[src/hdl/sfr_pkg.sv]
// Package for the serial frame receiver
// Holds the frame constants, status codes and the result item type; no dependencies
`timescale 1ns / 1ps

package sfr_pkg;

    // default largest payload, checksum byte included
    localparam int MAX_PAYLOAD_DEF = 32;

    // frame delimiters and command limit
    localparam logic [7:0] HEADER_BYTE   = 8'h55;
    localparam logic [7:0] COMMAND_LIMIT = 8'h03;
    localparam logic [7:0] TAIL_BYTE     = 8'hAA;

    // per-item status codes
    localparam logic [1:0] ST_HUNT  = 2'd0;
    localparam logic [1:0] ST_TAKEN = 2'd1;
    localparam logic [1:0] ST_VALID = 2'd2;
    localparam logic [1:0] ST_DROP  = 2'd3;

    // one result item
    typedef struct packed {
        logic [5:0] slot;
        logic [7:0] data_byte;
        logic [1:0] status;
        logic [1:0] frame_command;
        logic [5:0] frame_length;
    } t_result;

endpackage

[src/hdl/serial_frame_receiver_core.sv]
// An accepted item passes through the input register and then the result register.
// Throughput: one item per cycle; the input register, the parser and the result
// register form a two-register pipeline that advances whenever the result slot frees.
// Reset: synchronous active-low reset empties both registers and returns the parser
// to hunting for a header at slot 0.
// Top level of the serial frame receiver; depends on sfr_pkg and sfr_parse
`timescale 1ns / 1ps

module serial_frame_receiver_core
    import sfr_pkg::*;
#(
    parameter int MAX_PAYLOAD = MAX_PAYLOAD_DEF
) (
    input  logic       i_clk,
    input  logic       i_rst_n,
    input  logic       i_valid,
    output logic       o_ready,
    input  logic [7:0] i_rx_byte,
    output logic       o_valid,
    input  logic       i_ready,
    output logic [5:0] o_slot,
    output logic [7:0] o_data_byte,
    output logic [1:0] o_status,
    output logic [1:0] o_frame_command,
    output logic [5:0] o_frame_length
);

    logic       r_in_valid;
    logic [7:0] r_in_byte;
    logic       r_out_valid;
    t_result    r_out;
    t_result    result;
    logic       advance;

    // pipeline moves when the input register holds an item and the result slot frees
    assign advance = r_in_valid && (!r_out_valid || i_ready);
    assign o_ready = !r_in_valid || advance;

    sfr_parse #(
        .MAX_PAYLOAD(MAX_PAYLOAD)
    ) u_parse (
        .i_clk   (i_clk),
        .i_rst_n (i_rst_n),
        .i_en    (advance),
        .i_byte  (r_in_byte),
        .o_result(result)
    );

    // input register
    always_ff @(posedge i_clk) begin
        if (!i_rst_n) begin
            r_in_valid <= 1'b0;
        end else if (o_ready) begin
            r_in_valid <= i_valid;
        end
    end

    always_ff @(posedge i_clk) begin
        if (i_valid && o_ready) begin
            r_in_byte <= i_rx_byte;
        end
    end

    // result register
    always_ff @(posedge i_clk) begin
        if (!i_rst_n) begin
            r_out_valid <= 1'b0;
        end else if (advance) begin
            r_out_valid <= 1'b1;
        end else if (i_ready) begin
            r_out_valid <= 1'b0;
        end
    end

    always_ff @(posedge i_clk) begin
        if (advance) begin
            r_out <= result;
        end
    end

    assign o_valid         = r_out_valid;
    assign o_slot          = r_out.slot;
    assign o_data_byte     = r_out.data_byte;
    assign o_status        = r_out.status;
    assign o_frame_command = r_out.frame_command;
    assign o_frame_length  = r_out.frame_length;

endmodule

[src/hdl/sfr_parse.sv]
// Frame parser: holds the frame tracking state and classifies one byte per cycle while enabled
// Depends on sfr_pkg
`timescale 1ns / 1ps

module sfr_parse
    import sfr_pkg::*;
#(
    parameter int MAX_PAYLOAD = MAX_PAYLOAD_DEF
) (
    input  logic       i_clk,
    input  logic       i_rst_n,
    input  logic       i_en,
    input  logic [7:0] i_byte,
    output t_result    o_result
);

    localparam int POS_W = $clog2(MAX_PAYLOAD + 4);
    localparam int LEN_W = $clog2(MAX_PAYLOAD + 1);

    localparam logic [POS_W-1:0] POS_HEADER  = POS_W'(0);
    localparam logic [POS_W-1:0] POS_COMMAND = POS_W'(1);
    localparam logic [POS_W-1:0] POS_LENGTH  = POS_W'(2);
    localparam logic [POS_W-1:0] POS_PAYLOAD = POS_W'(3);
    localparam logic [7:0]       MAX_LEN_B   = 8'(MAX_PAYLOAD);

    logic [POS_W-1:0] r_pos, n_pos;
    logic [LEN_W-1:0] r_plen, n_plen;
    logic [7:0]       r_sum, n_sum;
    logic [1:0]       r_cmd, n_cmd;

    logic [POS_W-1:0] tail_pos;
    logic [POS_W-1:0] pos_inc;
    logic [7:0]       sum_add;
    logic [1:0]       status;
    logic [1:0]       fcmd;
    logic [5:0]       flen;

    assign tail_pos = POS_W'(r_plen) + POS_PAYLOAD;
    assign pos_inc  = r_pos + POS_W'(1);
    assign sum_add  = r_sum + i_byte;

    // next state and status for the byte in the input register
    always_comb begin
        n_pos  = r_pos;
        n_plen = r_plen;
        n_sum  = r_sum;
        n_cmd  = r_cmd;
        status = ST_TAKEN;
        fcmd   = 2'd0;
        flen   = 6'd0;
        if (r_pos == POS_HEADER) begin
            if (i_byte == HEADER_BYTE) begin
                n_pos = POS_COMMAND;
            end else begin
                status = ST_HUNT;
            end
        end else if (r_pos == POS_COMMAND) begin
            if (i_byte < COMMAND_LIMIT) begin
                n_cmd = i_byte[1:0];
                n_sum = i_byte;
                n_pos = POS_LENGTH;
            end else begin
                status = ST_DROP;
                n_pos  = POS_HEADER;
            end
        end else if (r_pos == POS_LENGTH) begin
            if (i_byte != 8'd0 && i_byte <= MAX_LEN_B) begin
                n_plen = LEN_W'(i_byte);
                n_sum  = sum_add;
                n_pos  = POS_PAYLOAD;
            end else begin
                status = ST_DROP;
                n_pos  = POS_HEADER;
            end
        end else if (r_pos >= tail_pos) begin
            // tail slot
            if (i_byte == TAIL_BYTE) begin
                status = ST_VALID;
                fcmd   = r_cmd;
                flen   = 6'(r_plen);
            end else begin
                status = ST_DROP;
            end
            n_pos = POS_HEADER;
        end else begin
            // payload byte, the last one carries the checksum
            n_sum = sum_add;
            n_pos = pos_inc;
            if (pos_inc == tail_pos && sum_add != 8'd0) begin
                status = ST_DROP;
                n_pos  = POS_HEADER;
            end
        end
    end

    // result item for the current byte
    always_comb begin
        o_result.slot          = 6'(r_pos);
        o_result.data_byte     = i_byte;
        o_result.status        = status;
        o_result.frame_command = fcmd;
        o_result.frame_length  = flen;
    end

    // frame tracking state
    always_ff @(posedge i_clk) begin
        if (!i_rst_n) begin
            r_pos  <= '0;
            r_plen <= '0;
            r_sum  <= '0;
            r_cmd  <= '0;
        end else if (i_en) begin
            r_pos  <= n_pos;
            r_plen <= n_plen;
            r_sum  <= n_sum;
            r_cmd  <= n_cmd;
        end
    end

endmodule

[config.mk]
export PLATFORM = sky130hd
export DESIGN_NAME = serial_frame_receiver_core
export DESIGN_NICKNAME = d
export VERILOG_FILES = /design/src/hdl/sfr_pkg.sv /design/src/hdl/serial_frame_receiver_core.sv /design/src/hdl/sfr_parse.sv
export SDC_FILE = /design/constraint.sdc
export NUM_CORES = 1
export LEC_CHECK = 0
export BUFFER_PORTS_ARGS = -buffer_cell sky130_fd_sc_hd__buf_2
export CORE_ASPECT_RATIO = 2
export CORE_MARGIN = 1
export CORE_UTILIZATION = 51
export DETAILED_ROUTE_END_ITERATION = 10
export PLACE_DENSITY = 0.75
export SYNTH_ARGS = -nofsm -noshare
export SYNTH_HDL_FRONTEND = slang
export SYNTH_SLANG_ARGS = --single-unit
[constraint.sdc]
create_clock -name i_clk -period 4.5 [get_ports i_clk]
set_input_delay 0.675 -clock i_clk [delete_from_list [all_inputs] [get_ports i_clk]]
set_output_delay 0.675 -clock i_clk [all_outputs]
set_load 0.05 [all_outputs]
==> results.cfg <==
[clock_tree]
post_cts_resized = 0
cts_tree = yes
clk_pin_slew_ns = 0.10
clk_path_buf_depth = 2
clkLatencyLatePin_ns = 0.32
htreeDepth = 2
cts_setup_buffers = 0
cts_root_buf = clkbuf_8
cts_buffers = 5
cts_hold_buf = 0
cts.sinks = 56

[synthesis]
yosysUniqueCellTypes = 50
yosysWarnings = 0
yosys-top-cells-count = edfxtp_1 (32), nor2_1 (26), dfxtp_1 (24)
syn_area_per_cell_um2 = 10.7
async_flop_share_pct = 0
netlist_area_um2 = 2890
synth_top_area_cell = edfxtp_1
synthesis.nets = 301
synth-seq-cells = 56
synth_edf_count = 32
synth.area.top_cells = edfxtp_1 (33%), dfxtp_1 (17%), ha_1 (7.8%)
ys.flop_type = edfxtp_1
syn_inst = 270
yosysMostFrequentCell = edfxtp_1
ys_seq_area_share_pct = 49.8
synth_top_area_share_pct = 33.2

[power_and_ir_drop]
power_density_nw_per_um2 = 287
leakage_nw = 1.24
peakVddDrop_mv = 0.289

[cells_and_area]
seq_area_um2 = 1440
drive_gt1_share_pct = 17.0
area_growth_pct = 11.4
final_nets = 341
multi_input_area_um2 = 1390
fin_cells = 371
diodes = 0
fin_area_um2 = 3220
fin_util_pct = 59.4
n_fill_cell = 487

[setup_path]
crit_type = reg2reg
crit_slowest_cell = a211oi_4
reg2reg_to = u_parse.r_sum[6]$_SDFFE_PN0P_
crit_chain = inv_1, ha_1, nand3b_1, xor2_1, ha_1, a21o_1, a21oi_1, o21ai_0, a211oi_4, o211ai_1, o211a_1
reg2reg_depth = 11
rrSetupSlack_ns = 1.39
critPathTopFamily = compound AO/OA/AOI/OAI gates
critPathMaxStageDelay_ns = 0.70
required_ns = 4.72
cp-start-kind = register
crit_top_cell = ha_1
critPathArrivalTime_ns = 3.34
endpoint_kind = register
critPathBufInv = 1
worstPathMaxFanout = 14
crit-reg2reg-launch = u_parse.r_plen[0]$_SDFFE_PN0P_

[die]
row_count = 38
initial_core_util_pct = 53.3
ios = 38
die_area_um2 = 5990
core-area_um2 = 5420
die_x_um = 55.2
die_h_um = 108

[sta]
max_freq_mhz = 321
worst_pin_slew_ns = 0.699
clock_skew_ns = 0.00964
rsz0062_at_grt = no
timing.hold.ws_ns = 0.493
setup_viol = 0
slew_violations = 0
finalHoldViolCount = 0
max-slew-margin-rel_pct = 52.9
fin_crit_ns = 3.11
finalSetupTns_ns = 0
period_share_pct = 69.2

[route]
vias = 2165
first_iter_violations = 46
wirelength_um = 5900
ant_nets = 0
wire_per_inst_um = 15.9
post_drt_via_cell_ratio = 5.84
drtPass1Iterations = 4
drc = 0

[flow_run]
timing.max_cap.violations = 0

[global_route]
grt_pass1_vias = 2041
grt_first_pass_wirelength_um = 9560
grt_max_degree = 27
gr-total-overflow = 0
grt_usage_pct = 20.7
antenna_found_initial = 0

[place]
dp_hpwl_um = 4520
placed_cells = 363
globalplace.congestion = 0.921
placed_area_um2 = 3130
portBuffers = 37

[run_status]
status = complete, no violations

[hold_path]
holdCritStartpoint = u_parse.r_cmd[0]$_SDFFE_PN0P_
hold_class = reg2reg
hold_end = u_parse.r_cmd[0]$_SDFFE_PN0P_
whs_path_depth = 2
per-stage QoR:
stage | power [mW] | setup WS (ns)
finish | 0.923 | 1.39
global route | 0.950 | 1.12
CTS | 0.925 | 1.41
detailed placement | 0.657 | 1.42
global placement | 0.656 | 1.55
floorplan | 0.633 | 1.76
state kept, by name (all words and copies together) (netlist names):
signal,flops
o_data_byte,8
o_valid,1
u_parse.r_cmd,2
r_in_valid,1
o_status,2
u_parse.r_pos,6
u_parse.r_sum,8
o_slot,6
o_frame_command,2
r_in_byte,8
u_parse.r_plen,6
o_frame_length,6
power breakdown:
part	leakage, nW	switching (mW)	internal (mW)
logic	0.698	0.0577	0.0193
clock network	0.0414	0.167	0.111
registers	0.501	0.0127	0.555
total	1.24	0.238	0.685
layout by cell type (no fill, tap or decap), types with 2 or more instances in the layout:
cell	instances
edfxtp_1	32
nand2b_1	3
xnor2_1	8
nor3_1	7
nor2b_1	3
inv_1	8
nand3_1	14
dfxtp_1	24
xor2_1	10
o31ai_1	4
or3_1	3
o211ai_1	3
ha_1	18
buf_2	37
and2_1	12
nand4_1	2
a21o_1	2
nor2_1	26
clkbuf_8	5
a311oi_1	3
a21oi_1	13
o21ai_0	11
mux2i_1	12
nand2_1	21
worst reg2reg max path, stage by stage, from the launching register on:
cell and delay [ns]:
dfxtp_1 0.40, inv_1 0.08, ha_1 0.21, nand3b_1 0.17, xor2_1 0.22, ha_1 0.29
a21o_1 0.18, a21oi_1 0.13, o21ai_0 0.27, a211oi_4 0.70, o211ai_1 0.20, o211a_1 0.18
layout make-up:
cell class | count | area share, %
Clock buffer | 6 | 2.25
Sequential cell | 56 | 44.7
Timing Repair Buffer | 38 | 5.98
Tap cell | 60 | 2.33
Inverter | 9 | 1.05
Clock inverter | 2 | 0.505
Multi-Input combinational cell | 200 | 43.1
routing by layer:
layer  track usage, %  vias to the layer above  part of all wire, %
li1                 -                     1061                    -
met1             19.3                     1054                   37
met2             42.2                       38                   58
met3             2.63                       12                  1.8
met4             10.4                        0                  3.0
met5                0                        -                    0
cell families (layout without fill, tap and decap cells):
family	count (synthesis)	after routing	synth area share, %
AND/OR/NAND/NOR	102	102	18.0
flip-flops	56	56	49.8
AO/OA/AOI/OAI	49	49	11.9
adder cells (fa/ha/maj)	19	19	8.48
XOR/XNOR	18	18	5.45
buffers and inverters	14	55	2.08
multiplexers	12	12	4.15
worst max-delay path by stage:
stage,startpoint,to,cells past startpoint
5_1_grt,u_parse.r_plen[0]$_SDFFE_PN0P_,u_parse.r_sum[6]$_SDFFE_PN0P_,11
3_5_place_dp,u_parse.r_plen[0]$_SDFFE_PN0P_,u_parse.r_sum[1]$_SDFFE_PN0P_,11
4_1_cts,u_parse.r_plen[0]$_SDFFE_PN0P_,u_parse.r_sum[6]$_SDFFE_PN0P_,11
2_1_floorplan,i_ready,u_parse.r_plen[1]$_SDFFE_PN0P_,7
3_3_place_gp,u_parse.r_plen[0]$_SDFFE_PN0P_,u_parse.r_sum[6]$_SDFFE_PN0P_,11
6_report,u_parse.r_plen[0]$_SDFFE_PN0P_,u_parse.r_sum[6]$_SDFFE_PN0P_,11
Power figures use the tool's default switching activity.
